==> config.mk <==
export PLATFORM = sky130hd
export DESIGN_NAME = sql_token_scanner_core
export DESIGN_NICKNAME = d
export VERILOG_FILES = /design/src/sv/sqlts_pkg.sv /design/src/sv/sql_token_scanner_core.sv /design/src/sv/sqlts_step.sv /design/src/sv/sqlts_outbuf.sv
export SDC_FILE = /design/constraint.sdc
export NUM_CORES = 1
export LEC_CHECK = 0
export ABC_AREA = 1
export BUFFER_PORTS_ARGS = -buffer_cell sky130_fd_sc_hd__buf_2
export CAP_MARGIN = 0
export CORE_ASPECT_RATIO = 1.4
export CORE_MARGIN = 1
export CORE_UTILIZATION = 65
export DETAILED_ROUTE_END_ITERATION = 7
export PLACE_DENSITY = 0.82
export SYNTH_ARGS = -nofsm -noshare
export SYNTH_HDL_FRONTEND = slang
export SYNTH_SLANG_ARGS = --single-unit
==> constraint.sdc <==
create_clock -name i_clk -period 6.4 [get_ports i_clk]
set_input_delay 0 -clock i_clk [delete_from_list [all_inputs] [get_ports i_clk]]
set_output_delay 0 -clock i_clk [all_outputs]
set_load 0.01 [all_outputs]
==> src/sv/sqlts_pkg.sv <==
`default_nettype none

package sqlts_pkg;

    localparam int MAX_TEXT = 4096;
    localparam int POS_W    = $clog2(MAX_TEXT + 1);

    localparam int CH_W    = 8;
    localparam int KIND_W  = 5;
    localparam int START_W = 12;
    localparam int LEN_W   = 13;
    localparam int ERR_W   = 2;

    // result request data field layout
    localparam int OD_START_LSB = 0;
    localparam int OD_LEN_LSB   = OD_START_LSB + START_W;
    localparam int OD_ERR_LSB   = OD_LEN_LSB + LEN_W;
    localparam int OD_BAD_LSB   = OD_ERR_LSB + ERR_W;
    localparam int OD_FIN_BIT   = OD_BAD_LSB + CH_W;
    localparam int OD_USED_W    = OD_FIN_BIT + 1;
    localparam int OUT_DATA_W   = ((OD_USED_W + 7) / 8) * 8;

    localparam logic [KIND_W-1:0] K_END     = 5'd0;
    localparam logic [KIND_W-1:0] K_IDENT   = 5'd1;
    localparam logic [KIND_W-1:0] K_NUMBER  = 5'd2;
    localparam logic [KIND_W-1:0] K_STRING  = 5'd3;
    localparam logic [KIND_W-1:0] K_STAR    = 5'd4;
    localparam logic [KIND_W-1:0] K_COMMA   = 5'd5;
    localparam logic [KIND_W-1:0] K_DOT     = 5'd6;
    localparam logic [KIND_W-1:0] K_LPAREN  = 5'd7;
    localparam logic [KIND_W-1:0] K_RPAREN  = 5'd8;
    localparam logic [KIND_W-1:0] K_SEMI    = 5'd9;
    localparam logic [KIND_W-1:0] K_EQ      = 5'd10;
    localparam logic [KIND_W-1:0] K_NE      = 5'd11;
    localparam logic [KIND_W-1:0] K_GT      = 5'd12;
    localparam logic [KIND_W-1:0] K_GE      = 5'd13;
    localparam logic [KIND_W-1:0] K_LT      = 5'd14;
    localparam logic [KIND_W-1:0] K_LE      = 5'd15;
    localparam logic [KIND_W-1:0] K_KW_BASE = 5'd16;

    localparam logic [ERR_W-1:0] E_NONE    = 2'd0;
    localparam logic [ERR_W-1:0] E_BADCHAR = 2'd1;
    localparam logic [ERR_W-1:0] E_UNTERM  = 2'd2;
    localparam logic [ERR_W-1:0] E_TOOLONG = 2'd3;

    typedef struct packed {
        logic [KIND_W-1:0]  kind;
        logic [START_W-1:0] start;
        logic [LEN_W-1:0]   length;
        logic [ERR_W-1:0]   err;
        logic [CH_W-1:0]    bad;
        logic               fin;
        logic               last;
    } t_result;

    typedef struct packed {
        logic       fire;
        logic [1:0] cnt;
        t_result    r0;
        t_result    r1;
    } t_batch;

endpackage

`default_nettype wire

==> src/sv/sql_token_scanner_core.sv <==
// channel   dir  tdata (lsb first)                                   tuser       tlast
// s_axis    in   ch[7:0]                                             -           end_of_text
// m_axis    out  start[11:0] length[24:12] error_code[26:25]          token_kind  last_of_run
//                bad_char[34:27] final_token[35] zero[39:36]
//
// one text byte per cycle unless m_axis stalls; a two-token item holds s_axis till both drain
// an s_axis request passes the input reg, then the result reg, on its way to m_axis
// the two-entry result register sets throughput, draining one result per cycle while tready
// i_rst_n is synchronous: clears the input stage, scanner state and pending results
// m_axis stalls back up through the result register to s_axis_tready

`default_nettype none

module sql_token_scanner_core (
    input  logic                              i_clk,
    input  logic                              i_rst_n,

    input  logic                              s_axis_tvalid,
    output logic                              s_axis_tready,
    input  logic [sqlts_pkg::CH_W-1:0]        s_axis_tdata,   // ch
    input  logic                              s_axis_tlast,

    output logic                              m_axis_tvalid,
    input  logic                              m_axis_tready,
    output logic [sqlts_pkg::OUT_DATA_W-1:0]  m_axis_tdata,   // start, length, error_code,
                                                              // bad_char, final_token
    output logic [sqlts_pkg::KIND_W-1:0]      m_axis_tuser,   // token_kind
    output logic                              m_axis_tlast
);
    import sqlts_pkg::*;

    t_batch  batch;
    logic    can_load;
    t_result head;

    sqlts_step u_step (
        .i_clk      (i_clk),
        .i_rst_n    (i_rst_n),
        .i_in_valid (s_axis_tvalid),
        .o_in_ready (s_axis_tready),
        .i_ch       (s_axis_tdata),
        .i_eot      (s_axis_tlast),
        .i_can_load (can_load),
        .o_batch    (batch)
    );

    sqlts_outbuf u_outbuf (
        .i_clk      (i_clk),
        .i_rst_n    (i_rst_n),
        .i_batch    (batch),
        .i_ready    (m_axis_tready),
        .o_can_load (can_load),
        .o_valid    (m_axis_tvalid),
        .o_head     (head)
    );

    assign m_axis_tdata = {(OUT_DATA_W - OD_USED_W)'(0), head.fin, head.bad, head.err,
                           head.length, head.start};
    assign m_axis_tuser = head.kind;
    assign m_axis_tlast = head.last;

endmodule

`default_nettype wire

==> src/sv/sqlts_step.sv <==
`default_nettype none

module sqlts_step (
    input  logic                  i_clk,
    input  logic                  i_rst_n,
    input  logic                  i_in_valid,
    output logic                  o_in_ready,
    input  logic [sqlts_pkg::CH_W-1:0] i_ch,
    input  logic                  i_eot,
    input  logic                  i_can_load,
    output sqlts_pkg::t_batch     o_batch
);
    import sqlts_pkg::*;

    localparam int KW_MAX = 7;
    localparam int KW_N   = 8;
    localparam int KB_W   = KW_MAX * 8;

    localparam logic [KB_W-1:0] KW_TEXT [KW_N] = '{
        {"INSERT", 8'h00}, {"INTO", 24'h0}, {"VALUES", 8'h00}, {"SELECT", 8'h00},
        {"FROM", 24'h0}, {"WHERE", 16'h0}, "BETWEEN", {"AND", 32'h0}
    };
    localparam logic [2:0] KW_LEN [KW_N] = '{
        3'd6, 3'd4, 3'd6, 3'd6, 3'd4, 3'd5, 3'd7, 3'd3
    };

    localparam logic [7:0] CH_STAR   = "*";
    localparam logic [7:0] CH_COMMA  = ",";
    localparam logic [7:0] CH_DOT    = ".";
    localparam logic [7:0] CH_LPAREN = "(";
    localparam logic [7:0] CH_RPAREN = ")";
    localparam logic [7:0] CH_SEMI   = ";";
    localparam logic [7:0] CH_EQ     = "=";
    localparam logic [7:0] CH_BANG   = "!";
    localparam logic [7:0] CH_GT     = ">";
    localparam logic [7:0] CH_LT     = "<";
    localparam logic [7:0] CH_QUOTE  = "'";
    localparam logic [7:0] CH_PLUS   = "+";
    localparam logic [7:0] CH_MINUS  = "-";
    localparam logic [7:0] CH_UNDER  = "_";
    localparam logic [7:0] CH_NUL    = 8'h00;

    typedef enum logic [2:0] {
        M_IDLE, M_IDENT, M_NUMBER, M_STRING, M_OPER, M_SIGN, M_DRAINED
    } t_mode;

    function automatic logic is_digit(input logic [7:0] c);
        return (c >= "0") && (c <= "9");
    endfunction

    function automatic logic is_alpha(input logic [7:0] c);
        return ((c >= "A") && (c <= "Z")) || ((c >= "a") && (c <= "z"));
    endfunction

    function automatic logic is_word(input logic [7:0] c);
        return is_alpha(c) || is_digit(c) || (c == CH_UNDER);
    endfunction

    function automatic logic is_space(input logic [7:0] c);
        return (c == " ") || ((c >= 8'd9) && (c <= 8'd13));
    endfunction

    function automatic logic [7:0] upper(input logic [7:0] c);
        return ((c >= "a") && (c <= "z")) ? c - 8'd32 : c;
    endfunction

    function automatic t_result mk_tok(input logic [KIND_W-1:0] kind,
                                       input logic [POS_W-1:0] start,
                                       input logic [POS_W:0] len);
        t_result r;
        r        = '0;
        r.kind   = kind;
        r.start  = START_W'(start);
        r.length = LEN_W'(len);
        return r;
    endfunction

    function automatic t_result mk_err(input logic [ERR_W-1:0] code,
                                       input logic [7:0] bad);
        t_result r;
        r     = '0;
        r.err = code;
        r.bad = bad;
        r.fin = 1'b1;
        return r;
    endfunction

    function automatic t_result mk_end();
        t_result r;
        r     = '0;
        r.fin = 1'b1;
        return r;
    endfunction

    function automatic logic [KIND_W-1:0] ident_kind(input logic [KB_W-1:0] kb,
                                                     input logic [POS_W-1:0] len);
        logic [KIND_W-1:0] kind;
        logic [KB_W-1:0]   mask;
        kind = K_IDENT;
        if (len <= POS_W'(KW_MAX)) begin
            for (int k = KW_N - 1; k >= 0; k--) begin
                mask = ~({KB_W{1'b1}} >> (8 * KW_LEN[k]));
                if ((len == POS_W'(KW_LEN[k])) && (((kb ^ KW_TEXT[k]) & mask) == '0)) begin
                    kind = K_KW_BASE + KIND_W'(k);
                end
            end
        end
        return kind;
    endfunction

    logic                       r_in_valid;
    logic [CH_W-1:0]            r_ch;
    logic                       r_eot;
    t_mode                      r_mode, n_mode;
    logic [POS_W-1:0]           r_pos, n_pos;
    logic [POS_W-1:0]           r_tb, n_tb;
    logic [7:0]                 r_pend, n_pend;
    logic [0:KW_MAX-1][7:0]     r_kb, n_kb;

    logic                       fire;
    logic [POS_W-1:0]           tok_len;

    logic                       f_has, f_ok;
    t_result                    f_res, f_err;

    logic                       s_tok, s_err;
    logic [KIND_W-1:0]          s_kind;
    t_result                    s_res;
    t_mode                      s_mode;

    logic                       do_start, pre_has;
    logic [1:0]                 b_cnt;
    t_result                    b_r0, b_r1;

    assign fire       = r_in_valid && i_can_load;
    assign o_in_ready = !r_in_valid || fire;
    assign tok_len    = r_pos - r_tb;

    // token held open by the current mode
    always_comb begin
        f_has = 1'b0;
        f_ok  = 1'b1;
        f_res = '0;
        f_err = '0;
        unique case (r_mode)
            M_IDENT: begin
                f_has = 1'b1;
                f_res = mk_tok(ident_kind(r_kb, tok_len), r_tb, {1'b0, tok_len});
            end
            M_NUMBER: begin
                f_has = 1'b1;
                f_res = mk_tok(K_NUMBER, r_tb, {1'b0, tok_len});
            end
            M_OPER: begin
                if (r_pend == CH_BANG) begin
                    f_ok  = 1'b0;
                    f_err = mk_err(E_BADCHAR, CH_BANG);
                end else begin
                    f_has = 1'b1;
                    f_res = mk_tok((r_pend == CH_GT) ? K_GT : K_LT, r_tb, (POS_W + 1)'(1));
                end
            end
            M_SIGN: begin
                f_ok  = 1'b0;
                f_err = mk_err(E_BADCHAR, r_pend);
            end
            M_STRING: begin
                f_ok  = 1'b0;
                f_err = mk_err(E_UNTERM, 8'h00);
            end
            default: ;
        endcase
    end

    // what the current byte opens when seen between tokens
    always_comb begin
        s_tok  = 1'b0;
        s_err  = 1'b0;
        s_kind = K_END;
        s_mode = M_IDLE;
        unique case (r_ch) inside
            CH_STAR: begin
                s_tok  = 1'b1;
                s_kind = K_STAR;
            end
            CH_COMMA: begin
                s_tok  = 1'b1;
                s_kind = K_COMMA;
            end
            CH_DOT: begin
                s_tok  = 1'b1;
                s_kind = K_DOT;
            end
            CH_LPAREN: begin
                s_tok  = 1'b1;
                s_kind = K_LPAREN;
            end
            CH_RPAREN: begin
                s_tok  = 1'b1;
                s_kind = K_RPAREN;
            end
            CH_SEMI: begin
                s_tok  = 1'b1;
                s_kind = K_SEMI;
            end
            CH_EQ: begin
                s_tok  = 1'b1;
                s_kind = K_EQ;
            end
            CH_BANG, CH_GT, CH_LT: begin
                s_mode = M_OPER;
            end
            CH_QUOTE: begin
                s_mode = M_STRING;
            end
            CH_PLUS, CH_MINUS: begin
                s_mode = M_SIGN;
            end
            default: begin
                if (is_digit(r_ch)) begin
                    s_mode = M_NUMBER;
                end else if (is_alpha(r_ch) || (r_ch == CH_UNDER)) begin
                    s_mode = M_IDENT;
                end else if (!is_space(r_ch)) begin
                    s_err = 1'b1;
                end
            end
        endcase
        s_res = mk_tok(s_kind, r_pos, (POS_W + 1)'(1));
    end

    // next state and results of the held request
    always_comb begin
        n_mode   = r_mode;
        n_pos    = r_pos;
        n_tb     = r_tb;
        n_pend   = r_pend;
        n_kb     = r_kb;
        b_cnt    = 2'd0;
        b_r0     = '0;
        b_r1     = '0;
        do_start = 1'b0;
        pre_has  = 1'b0;

        if (r_eot || (r_ch == CH_NUL)) begin
            if (r_mode != M_DRAINED) begin
                if (!f_ok) begin
                    b_r0  = f_err;
                    b_cnt = 2'd1;
                end else if (f_has) begin
                    b_r0  = f_res;
                    b_r1  = mk_end();
                    b_cnt = 2'd2;
                end else begin
                    b_r0  = mk_end();
                    b_cnt = 2'd1;
                end
            end
            if (r_eot) begin
                n_mode = M_IDLE;
                n_pos  = '0;
                n_tb   = '0;
                n_pend = '0;
                n_kb   = '0;
            end else begin
                n_mode = M_DRAINED;
            end
        end else if (r_mode == M_DRAINED) begin
            n_mode = M_DRAINED;
        end else if (r_pos >= POS_W'(MAX_TEXT)) begin
            b_r0   = mk_err(E_TOOLONG, 8'h00);
            b_cnt  = 2'd1;
            n_mode = M_DRAINED;
        end else begin
            unique case (r_mode)
                M_OPER: begin
                    if (r_ch == CH_EQ) begin
                        b_r0   = mk_tok((r_pend == CH_BANG) ? K_NE :
                                        ((r_pend == CH_GT) ? K_GE : K_LE),
                                        r_tb, (POS_W + 1)'(2));
                        b_cnt  = 2'd1;
                        n_mode = M_IDLE;
                    end else if (!f_ok) begin
                        b_r0   = f_err;
                        b_cnt  = 2'd1;
                        n_mode = M_DRAINED;
                    end else begin
                        pre_has  = 1'b1;
                        do_start = 1'b1;
                    end
                end
                M_SIGN: begin
                    if (is_digit(r_ch)) begin
                        n_mode = M_NUMBER;
                    end else begin
                        b_r0   = mk_err(E_BADCHAR, r_pend);
                        b_cnt  = 2'd1;
                        n_mode = M_DRAINED;
                    end
                end
                M_NUMBER: begin
                    if (!is_digit(r_ch)) begin
                        pre_has  = 1'b1;
                        do_start = 1'b1;
                    end
                end
                M_IDENT: begin
                    if (is_word(r_ch)) begin
                        if (tok_len < POS_W'(KW_MAX)) begin
                            n_kb[tok_len[2:0]] = upper(r_ch);
                        end
                    end else begin
                        pre_has  = 1'b1;
                        do_start = 1'b1;
                    end
                end
                M_STRING: begin
                    if (r_ch == CH_QUOTE) begin
                        b_r0   = mk_tok(K_STRING, r_tb, {1'b0, tok_len} + 1'b1);
                        b_cnt  = 2'd1;
                        n_mode = M_IDLE;
                    end
                end
                M_IDLE: begin
                    do_start = 1'b1;
                end
                default: ;
            endcase

            if (do_start) begin
                if (s_err) begin
                    b_r0   = mk_err(E_BADCHAR, r_ch);
                    b_cnt  = 2'd1;
                    n_mode = M_DRAINED;
                end else begin
                    n_mode = s_mode;
                    if (!s_tok) begin
                        n_tb = r_pos;
                    end
                    if ((s_mode == M_OPER) || (s_mode == M_SIGN)) begin
                        n_pend = r_ch;
                    end
                    if (s_mode == M_IDENT) begin
                        n_kb[0] = upper(r_ch);
                    end
                    if (pre_has) begin
                        b_r0  = f_res;
                        b_r1  = s_res;
                        b_cnt = s_tok ? 2'd2 : 2'd1;
                    end else if (s_tok) begin
                        b_r0  = s_res;
                        b_cnt = 2'd1;
                    end
                end
            end

            if (n_mode != M_DRAINED) begin
                n_pos = r_pos + 1'b1;
            end
        end

        if (b_cnt == 2'd2) begin
            b_r1.last = 1'b1;
        end else if (b_cnt == 2'd1) begin
            b_r0.last = 1'b1;
        end
    end

    always_ff @(posedge i_clk) begin
        if (!i_rst_n) begin
            r_in_valid <= 1'b0;
            r_ch       <= '0;
            r_eot      <= 1'b0;
            r_mode     <= M_IDLE;
            r_pos      <= '0;
            r_tb       <= '0;
            r_pend     <= '0;
            r_kb       <= '0;
        end else begin
            if (o_in_ready) begin
                r_in_valid <= i_in_valid;
                r_ch       <= i_ch;
                r_eot      <= i_eot;
            end
            if (fire) begin
                r_mode <= n_mode;
                r_pos  <= n_pos;
                r_tb   <= n_tb;
                r_pend <= n_pend;
                r_kb   <= n_kb;
            end
        end
    end

    assign o_batch.fire = fire;
    assign o_batch.cnt  = b_cnt;
    assign o_batch.r0   = b_r0;
    assign o_batch.r1   = b_r1;

endmodule

`default_nettype wire

==> src/sv/sqlts_outbuf.sv <==
`default_nettype none

module sqlts_outbuf (
    input  logic                 i_clk,
    input  logic                 i_rst_n,
    input  sqlts_pkg::t_batch    i_batch,
    input  logic                 i_ready,
    output logic                 o_can_load,
    output logic                 o_valid,
    output sqlts_pkg::t_result   o_head
);
    import sqlts_pkg::*;

    logic [1:0] r_cnt;
    t_result    r_ent0, r_ent1;
    logic       pop;

    assign pop        = (r_cnt != 2'd0) && i_ready;
    assign o_can_load = (r_cnt == 2'd0) || ((r_cnt == 2'd1) && pop);
    assign o_valid    = (r_cnt != 2'd0);
    assign o_head     = r_ent0;

    always_ff @(posedge i_clk) begin
        if (!i_rst_n) begin
            r_cnt <= 2'd0;
        end else if (i_batch.fire) begin
            r_cnt <= i_batch.cnt;
        end else if (pop) begin
            r_cnt <= r_cnt - 2'd1;
        end
    end

    // result payload, second entry slides forward on a pop
    always_ff @(posedge i_clk) begin
        if (i_batch.fire) begin
            r_ent0 <= i_batch.r0;
            r_ent1 <= i_batch.r1;
        end else if (pop) begin
            r_ent0 <= r_ent1;
        end
    end

endmodule

`default_nettype wire

* After elaboration in Yosys (flattened, before gate mapping)
Index checks and enable logic that the tools add are counted.
** Word-level totals
- Register bits :: 189
- Input port bits :: 13
- Output and inout bits :: 48
- Word-level logic and storage cells :: 285
** Cells by class
- Add/sub/neg operators :: 5
- $lt $le $gt $ge :: 13
- Equal/unequal tests :: 41
- Muxes and demuxes :: 132
- Bitwise logic cells :: 9
- Reductions and logical operators :: 56
** Operator list (count)
- 42-bit 2-to-1 mux :: 22
- 56-bit logical NOT :: 8
- 56-bit 2-to-1 mux :: 7
- 42-bit one-hot mux with 3 select lines :: 3
- 13-bit 2-to-1 mux :: 11
- 8-bit by 6-bit == test with 1-bit output, second input constant :: 16
- 8-bit 2-to-1 mux :: 12
- 56-bit bitwise mux :: 1
- 13-bit by 3-bit == test with 1-bit output, second input constant :: 4
- 5-bit 2-to-1 mux :: 10
- 3-bit 2-to-1 mux :: 14
- 41-bit 2-to-1 mux :: 1
- 20-bit NOT :: 2
- 39-bit 2-to-1 mux :: 1
- 2-bit 2-to-1 mux :: 17
- 15-bit NOT :: 2
- 4-bit one-hot mux with 7 select lines :: 1
- 13-bit by 1-bit adder with 13-bit output, second input constant :: 2
- 8-bit demux with 3-bit select :: 1
- 23-bit NOT :: 1
- 1-bit 2-to-1 mux :: 22
- 11-bit 2-to-1 mux :: 2
- 7-bit AND reduction :: 3
- 19-bit NOT :: 1
- other kinds (46) :: 92

* Depth between registers and ports, before layout
Gate-level depths: netlist of run 1.
- Depth after elaboration :: 22
- Mapped depth :: 23
- Gate-level depth less buffers :: 22

* By module
Synthesis of run 1 repeated with hierarchy kept, for this count alone.
** Second synthesis, totals
- Cells, all modules :: 1684
- Area total of the unflattened synthesis :: 11926.4 sq um
** Modules (own cells, without submodules)
- sqlts_step :: instances 1, cells each 1433, area each 8637.0 sq um, sequential area each 2062.0 sq um
- sqlts_outbuf :: instances 1, cells each 246, area each 3255.6 sq um, sequential area each 2562.5 sq um
- sql_token_scanner_core :: instances 1, cells each 5, area each 33.8 sq um, sequential area each 0.0 sq um

* Worst setup path before layout of run 1
No wires, ideal clock.
- Kind :: reg2reg
- From :: register u_step.r_pos[0]
- To :: register u_step.r_kb[7] (netlist bit)
- Setup time :: 65 ps
- Arrival time :: 3012 ps
- Required time :: 6335 ps
- Setup slack :: 3323 ps
- Cell stages (with the launch flop) :: 24
- Buffers on the path :: 3
- Period minus slack after synthesis :: 3077 ps
- Path through :: dfxtp_1 -> inv_1 -> ha_1 -> fa_1 -> inv_1 -> nand3_1 -> nand2_2 -> nand2_1 -> nand2_1 -> nand2_1 -> nand2_2 -> inv_2 -> nor2_4 -> nand3_4 -> nor2_4 -> nand2_4 -> inv_4 -> buf_6 -> nand2_4 -> buf_6 -> buf_6 -> nor4_1 -> a21oi_1 -> nor2_1
** On the way
- Longest elaborated chain between the ends :: 13
- Elaborated cells on any way between the ends :: 19
- Classes of those cells :: add/sub: 1; order compare: 4; eq/ne: 1; mux: 9; bitwise: 1; reduce/logical: 3
** Ends and longest elaborated chain
- start: declaration :: RTL line sqlts_step.sv:115 : logic [POS_W-1:0] r_pos, n_pos;
- start signal: assignment :: RTL line sqlts_step.sv:387 : r_pos <= n_pos;
- 13-bit subtractor :: RTL line sqlts_step.sv:137 : assign tok_len = r_pos - r_tb;
- 3-bit NOT with 4-bit output (implied by the code) :: RTL line sqlts_step.sv:310 : n_kb[tok_len[2:0]] = upper(r_ch);
- 4-bit greater-or-equal comparator (implied by the code) or 4-bit by 1-bit < comparator with 1-bit output (tied branches) :: RTL line sqlts_step.sv:310
- 1-bit logical AND (implied by the code) :: RTL line sqlts_step.sv:310
- 8-bit 2-to-1 mux (implied by the code) :: RTL line sqlts_step.sv:310
- 8-bit demux with 3-bit select :: RTL line sqlts_step.sv:310
- 56-bit bitwise mux :: RTL line sqlts_step.sv:310
- 56-bit 2-to-1 mux :: RTL line sqlts_step.sv:309 : if (tok_len < POS_W'(KW_MAX)) begin
- 56-bit 2-to-1 mux :: RTL line sqlts_step.sv:308 : if (is_word(r_ch)) begin
- 56-bit 2-to-1 mux :: RTL line sqlts_step.sv:275 : unique case (r_mode)
- 56-bit 2-to-1 mux :: RTL line sqlts_step.sv:270 : end else if (r_pos >= POS_W'(MAX_TEXT)) begin
- 56-bit 2-to-1 mux :: RTL line sqlts_step.sv:268 : end else if (r_mode == M_DRAINED) begin
- 56-bit 2-to-1 mux :: RTL line sqlts_step.sv:245 : if (r_eot || (r_ch == CH_NUL)) begin
- end signal: assignment :: RTL line sqlts_step.sv:390 : r_kb <= n_kb;
- end: declaration :: RTL line sqlts_step.sv:118 : logic [0:KW_MAX-1][7:0] r_kb, n_kb;
Several ways; a longest one is shown, not always the timed one. The select of a mux whose other input is x is not followed.
A chain may end at the register's enable or synchronous reset.

* Final worst setup path of run 1
- From :: register u_step.r_ch[0]
- To :: register u_outbuf.r_ent0, in the netlist u_outbuf.o_head[20], data pin
** On the way
- Longest elaborated chain between the ends :: 17
- Elaborated cells on any way between the ends :: 63
- Classes of those cells :: order compare: 8; eq/ne: 15; mux: 27; reduce/logical: 13
** Ends and longest elaborated chain
- start: declaration :: RTL line sqlts_step.sv:112 : logic [CH_W-1:0] r_ch;
- start signal: assignment :: RTL line sqlts_step.sv:382 : r_ch <= i_ch;
- 8-bit by 7-bit greater-or-equal comparator with 1-bit output or 8-bit by 7-bit less-or-equal comparator with 1-bit output (tied branches) :: RTL line sqlts_step.sv:52 : return ((c >= "A") && (c <= "Z")) || ((c >= "a") && (c <= "z"));
- 1-bit logical AND :: RTL line sqlts_step.sv:52
- 1-bit logical OR :: RTL line sqlts_step.sv:52
- 1-bit logical OR (2 in series) :: RTL line sqlts_step.sv:56 : return is_alpha(c) || is_digit(c) || (c == CH_UNDER);
- 1-bit 2-to-1 mux :: RTL line sqlts_step.sv:308
- 1-bit one-hot mux with 3 select lines :: RTL line sqlts_step.sv:275
- 1-bit 2-to-1 mux :: RTL line sqlts_step.sv:270
- 1-bit 2-to-1 mux :: RTL line sqlts_step.sv:268
- 1-bit 2-to-1 mux :: RTL line sqlts_step.sv:245
- 42-bit 2-to-1 mux :: RTL line sqlts_step.sv:346 : if (pre_has) begin
- 42-bit 2-to-1 mux :: RTL line sqlts_step.sv:331 : if (s_err) begin
- 42-bit 2-to-1 mux :: RTL line sqlts_step.sv:330 : if (do_start) begin
- 42-bit 2-to-1 mux :: RTL line sqlts_step.sv:270
- 42-bit 2-to-1 mux :: RTL line sqlts_step.sv:268
- 42-bit 2-to-1 mux * :: RTL line sqlts_step.sv:245
- 42-bit 2-to-1 mux * :: RTL line sqlts_outbuf.sv:35 : if (i_batch.fire) begin
- end signal: assignment :: RTL line sqlts_outbuf.sv:36 : r_ent0 <= i_batch.r0;
- end signal: assignment :: RTL line sqlts_outbuf.sv:39 : r_ent0 <= r_ent1;
- end: declaration :: RTL line sqlts_outbuf.sv:15 : t_result r_ent0, r_ent1;
Every way passes the cells marked *; elsewhere a longest branch is shown, timed or not. The select of a mux whose other input is x is not followed.

==> results.json, run 1 <==
{
  "hpwl_um": 24770,
  "clock_path_buffers": 2,
  "crit_fanout": 33,
  "crit_required_ns": 6.69,
  "cp_slowest_stage_delay_ns": 0.64,
  "row_count": 55,
  "syn_inst": 1553,
  "synth_cell_types": 54,
  "end_kind": "register",
  "yosysMostFrequentCell": "nand2_1",
  "num-nets-final": 1623,
  "core-area_um2": 16100,
  "ys_seq_elements": 166,
  "synthTopCellsByArea": "dfxtp_1 20%, edfxtp_1 17%, nand2_1 11%, nor2_1 6.5%, a21oi_1 6.4%",
  "grt_pass1_vias": 10610,
  "synthFlopType": "dfxtp_1",
  "placed_area_um2": 10900,
  "dr.pass1.iters": 8,
  "pre_cts_ws_ns": 2.328,
  "cts-buffers-inserted": 17,
  "htree_levels": 4,
  "crit_slowest_cell": "dfxtp_1",
  "cp-start-kind": "register",
  "power_w": 0.004482,
  "setup_viol": 0,
  "seq_area_frac_synth": 0.3695,
  "syn_avg_cell_area_um2": 6.855,
  "postRouteAntennaNets": 0,
  "grt_pass1_wl_um": 54010,
  "relSlewSlack": 0.1842,
  "stdcell_count": 1798,
  "async_flop_share": 0,
  "powerDensity_nw_per_um2": 386.8,
  "drive_gt1_frac": 0.09944,
  "cap_viol_max_count": 0,
  "viasPerCell": 6.270,
  "yosys.area.top_type": "dfxtp_1",
  "grt_usage": 0.4249,
  "placedCellCount": 1755,
  "finalHoldViolations": 0,
  "grt_max_degree": 65,
  "cts.sinks": 166,
  "multiInputGateArea_um2": 5685,
  "start_util": 0.6611,
  "fin_ws_ns": 2.198,
  "wl_um": 35010,
  "cts_tree": "built",
  "arrival_ns": 4.49,
  "crit_type": "reg2reg",
  "gr-total-overflow": 0,
  "die_x_um": 110.2,
  "cp_num_buf_inv": 5,
  "ys_warn_count": 0,
  "place.gp.congestion": 1.051,
  "clk_latency_ns": 0.45,
  "n_fill_cell": 1351,
  "cp_top_family": "simple AND/OR/NAND/NOR gates",
  "yosysTopAreaCellShare": 0.1975,
  "n_antenna_cell": 0,
  "min_period_ns": 4.202,
  "die_area_um2": 16900,
  "synth_area_um2": 10650,
  "synth_edf_count": 61,
  "syn_to_final_growth_pct": 8.862,
  "rsz0062_at_grt": "no",
  "fp.dieH_um": 153.4,
  "postLayoutCellArea_um2": 11590,
  "seqCellArea_um2": 3934,
  "drt-initial-drc-count": 1173,
  "worst_pin_slew_ns": 1.222,
  "path_cells": "inv_1, nand2_1, nor2_2, nand4_1, nor2_1, nor2_1, inv_2, nor2_2, inv_2, nor2_4, nand2_1, inv_2, nand2_1, o21ai_0, inv_1, a31oi_1",
  "drv_slew": 0,
  "peakVddDrop_mv": 0.2568,
  "period_share": 0.6565,
  "wire_per_inst_um": 19.47,
  "num_io_pins": 61,
  "cts-root-buf": "clkbuf_16",
  "fin_setup_tns_ns": 0,
  "synthTopCellsByCount": "308 x nand2_1, 185 x nor2_1, 161 x inv_1, 137 x a21oi_1, 127 x nand3_1",
  "outcome": "finished clean",
  "port_buffers": 56,
  "dr_total_vias": 11270,
  "clock_skew_ns": 0.01537,
  "leakagePower_nw": 4.479,
  "max_freq_ghz": 0.2380,
  "clk_pin_slew_ns": 0.08,
  "cts_setup_buffers": 0,
  "drc": 0,
  "antenna_found_initial": 0,
  "hold_class": "in2reg"
}
## worst paths after layout
check	startpoint	to	slack, ns	depth (start not counted)
setup / recovery	u_step.r_ch[0]	u_outbuf.o_head[20]	2.20	16
hold / removal	i_rst_n	u_step.r_kb[23]	0.25	3
setup reg to reg	u_step.r_ch[0]	u_outbuf.o_head[20]	2.20	16
hold reg to reg	u_step.r_tb[12]	u_step.r_tb[12]	0.45	2
## layout by cell type, fill, tap and decap left out, types with 10 or more instances in the layout
cell,n
clkbuf_16,17
nand3_1,127
dlygate4sd3_1,11
o21ai_0,85
nand2_1,307
nor3_1,54
nand2_2,10
nor2_2,11
edfxtp_1,61
buf_2,56
dfxtp_1,105
nand4_1,41
ha_1,23
a21oi_1,137
inv_1,161
nor4_1,26
inv_2,26
xor2_1,15
a31oi_1,15
nor2_1,185
o21ai_1,29
## worst register-to-register path, delay by kind of cell, from the launching register on
family          cells  cell delay (ns)
compound gates      2             0.37
buf+inv             5             1.23
flops               1             0.64
simple gates        9             1.81
## registers in the layout, indices dropped and copies added, names as in the netlist
register,count
u_outbuf.r_ent1,19
u_step.r_mode,3
u_step.r_ch,8
u_outbuf.o_head,42
u_step.r_pos,13
u_step.r_in_valid,1
u_step.r_pend,8
u_step.r_tb,13
u_step.r_eot,1
u_outbuf.r_cnt,2
u_step.r_kb,56
## power breakdown
| part | internal (W) | switching, W |
|---|---|---|
| combinational | 0.000527 | 0.00153 |
| clock | 0.000522 | 0.000502 |
| sequential | 0.00130 | 0.0000985 |
## cell type report
type	count	area share
multi-input combinational	1138	0.4906
sequential	166	0.3395
inverter	193	0.06295
clock buffer	17	0.03671
timing repair buffer	70	0.03563
tap	199	0.02149
clock inverter	15	0.01317
## logic make-up (layout without fill, tap and decap cells)
family                     after synthesis  after routing  share of synthesized area
and+or+nand+nor                        788            788                     0.3330
DFF                                    166            166                     0.3695
AOI/OAI and AO/OA                      306            306                     0.1574
xor gates and xnor gates                16             16                    0.01316
other                                    1              4                  0.0003523
buffers and inverters                  252            295                    0.09767
adders and majority gates               24             24                    0.02891
## metal layers
metal,vias up,global-route usage,share of wire
li1,5310,-,-
met1,5080,0.4665,0.35
met2,683,0.6952,0.48
met3,201,0.08827,0.088
met4,0,0.3396,0.085
met5,-,0,0
## per-stage QoR
stage	hold WS (ns)	utilization
global placement	0.2346	0.6769
global route	0.2778	0.7197
floorplan	0.1277	-
detailed placement	0.2397	0.6769
CTS	0.2183	0.7197
finish	0.2465	0.7197
## what timing repair did
action                    4_1_cts  5_1_grt
hold endpoints to repair       11        0
gates resized for setup         0        0
hold buffers                   11        0
Power figures use the tool's default switching activity.
==> run 2: changes to the inputs <==
--- a/config.mk
+++ b/config.mk
@@ -10,9 +10,9 @@
 export CAP_MARGIN = 0
 export CORE_ASPECT_RATIO = 1.4
 export CORE_MARGIN = 1
-export CORE_UTILIZATION = 65
+export CORE_UTILIZATION = 62
 export DETAILED_ROUTE_END_ITERATION = 7
-export PLACE_DENSITY = 0.82
+export PLACE_DENSITY = 0.79
 export SYNTH_ARGS = -nofsm -noshare
 export SYNTH_HDL_FRONTEND = slang
 export SYNTH_SLANG_ARGS = --single-unit
==> constraint.sdc (replaced) <==
create_clock -name i_clk -period 3.9 [get_ports i_clk]
set_input_delay 0 -clock i_clk [delete_from_list [all_inputs] [get_ports i_clk]]
set_output_delay 0 -clock i_clk [all_outputs]
set_load 0.01 [all_outputs]
==> run 2 against run 1 <==
Maximum frequency rose by 18%. Die area rose by 4.8%. Sequential power rose by 63%. Sequential share of layout area fell by 0.98 points. Flip-flop and latch count did not move. Cell count rose by 2.3%. Clock power rose by 65%. Wire length fell by 2.0%. Register-to-register slack got worse by 1.8 ns. Critical path type unchanged. Critical endpoint is now u_step.r_kb[40]. Largest power group unchanged.
==> results.json, run 2 (synthesis gave the netlist of run 1 again) <==
{
  "outcome": "finished clean",
  "crit_slowest_cell": "fa_1",
  "num_io_pins": 61,
  "clock_skew_ns": 0.01047,
  "drv_slew": 0,
  "grt_pass1_wl_um": 53920,
  "peakVddDrop_mv": 0.3866,
  "intPower_w": 0.004066,
  "grt_usage": 0.3978,
  "comb_power_share": 0.473,
  "crit_required_ns": 4.18,
  "drive_gt1_frac": 0.1203,
  "cts_tree": "built",
  "gr-total-overflow": 0,
  "postRouteAntennaNets": 0,
  "hpwl_um": 25470,
  "cts-root-buf": "clkbuf_16",
  "clk_latency_ns": 0.44,
  "die_x_um": 112.7,
  "core-area_um2": 16750,
  "grt_pass1_vias": 10560,
  "largest_reg_flops": 56,
  "clk_pin_slew_ns": 0.07,
  "hold_class": "in2reg",
  "drt-initial-drc-count": 1048,
  "seqCellArea_um2": 3934,
  "hold_slack_ns": 0.1482,
  "crit_fanout": 13,
  "powerDensity_nw_per_um2": 630.9,
  "switching_share": 0.4599,
  "wl_um": 34310,
  "cap_viol_max_count": 0,
  "setup_viol": 0,
  "drc": 0,
  "place.gp.congestion": 1.058,
  "end_kind": "register",
  "row_count": 56,
  "crit_type": "reg2reg",
  "seq_power_share": 0.303,
  "relSlewSlack": 0.2705,
  "regMostFlops": "u_step.r_kb",
  "start_util": 0.6357,
  "antenna_found_initial": 0,
  "htree_levels": 4,
  "arrival_ns": 3.84,
  "wire_per_inst_um": 18.65,
  "cp-start-kind": "register",
  "period_share": 0.9106,
  "cts_setup_buffers": 0,
  "worst_pin_slew_ns": 1.090,
  "dr_total_vias": 11200,
  "dr.pass1.iters": 8,
  "max_freq_ghz": 0.2816,
  "path_cells": "inv_1, ha_1, fa_1, xnor2_2, inv_2, nor2_1, a21oi_1, nand3_2, nor2_4, nand2_4, inv_4, o21ai_4, inv_2, buf_4, nand2_2, nand2_1, a21oi_1",
  "p_sw_w": 0.003463,
  "syn_to_final_growth_pct": 12.11,
  "cp_slowest_stage_delay_ns": 0.48,
  "n_antenna_cell": 0,
  "rsz0062_at_grt": "no",
  "finalHoldViolations": 0,
  "layout_common_cells": "306 x nand2_1, 185 x nor2_1, 161 x inv_1, 137 x a21oi_1, 127 x nand3_1",
  "min_period_ns": 3.552,
  "cts.sinks": 166,
  "num-nets-final": 1661,
  "cts-buffers-inserted": 17,
  "p_clk_frac": 0.224,
  "fp.dieH_um": 157.0,
  "n_fill_cell": 1399,
  "viasPerCell": 6.084,
  "die_area_um2": 17710,
  "clock_path_buffers": 2,
  "multiInputGateArea_um2": 5695,
  "port_buffers": 56,
  "fin_setup_tns_ns": 0,
  "leakagePower_nw": 4.683,
  "layout_commonest_cell": "nand2_1",
  "grt_max_degree": 47
}
## run 2: changes by cell type in the layout (fill, tap and decap cells not counted), moves of 2 or more
cell      change
buf_4        +34
inv_6         -5
clkinv_4      +3
clkinv_8      -2
buf_12        +4
clkbuf_1      +2
## run 2: power by group through the flow
stage / combinational, W / sequential, W / clock (W)
after floorplan: 0.00232 / 0.00234 / 0
after global placement: 0.00340 / 0.00231 / 0
after detailed placement: 0.00344 / 0.00232 / 0
final: 0.00356 / 0.00228 / 0.00168
after global routing: 0.00392 / 0.00231 / 0.00174
after CTS: 0.00347 / 0.00228 / 0.00168
## run 2: path summary, 6_finish.rpt
path                        start               to  slack, ns  depth (start not counted)
hold reg to reg   u_step.r_tb[12]  u_step.r_tb[12]       0.46                          2
setup / recovery  u_step.r_pos[0]  u_step.r_kb[40]       0.35                         17
hold / removal            i_rst_n  u_step.r_pos[0]       0.15                          4
setup reg to reg  u_step.r_pos[0]  u_step.r_kb[40]       0.35                         17
## run 2: repair_timing
item | CTS | global route
hold endpoints to repair | 11 | 0
hold buffers | 11 | 0
setup endpoints to repair | 0 | 4
resized for setup | 0 | 2
## run 2: metal layers
metal,part of all wire,GRT usage,wire length (um),vias to the layer above
li1,-,-,-,5388
met1,0.36,0.4262,12410,5066
met2,0.48,0.6964,16610,566
met3,0.069,0.06238,2374,175
met4,0.085,0.3194,2912,0
met5,0,0,0,-
## run 2: layout make-up
cell class,count,area share
clock buffer,19,0.03628
clock inverter,13,0.01174
inverter,193,0.06112
multi-input combinational,1138,0.4773
sequential,166,0.3296
tap,203,0.02128
timing repair buffer,108,0.06270
## run 2: per-stage QoR
step	cell area, um2	total power [W]	std cells	utilization	worst slack (ns)
5_1_grt	11930	0.007968	1840	0.7126	0.003838
6_report	11930	0.007529	1840	0.7126	0.3485
2_1_floorplan	10660	0.004662	1556	-	0.8232
3_3_place_gp	11240	0.005708	1797	0.6712	0.3864
3_5_place_dp	11240	0.005761	1797	0.6712	0.3422
4_1_cts	11920	0.007429	1840	0.7120	0.3207
## run 2: critical path: cells and delay by family (launching register included)
kind,cells,cell delay (ns)
AOI/OAI and AO/OA,3,0.44
xor gates and xnor gates,1,0.22
adders and majority gates,2,0.72
buffers and inverters,5,0.86
DFF,1,0.44
and+or+nand+nor,6,0.70
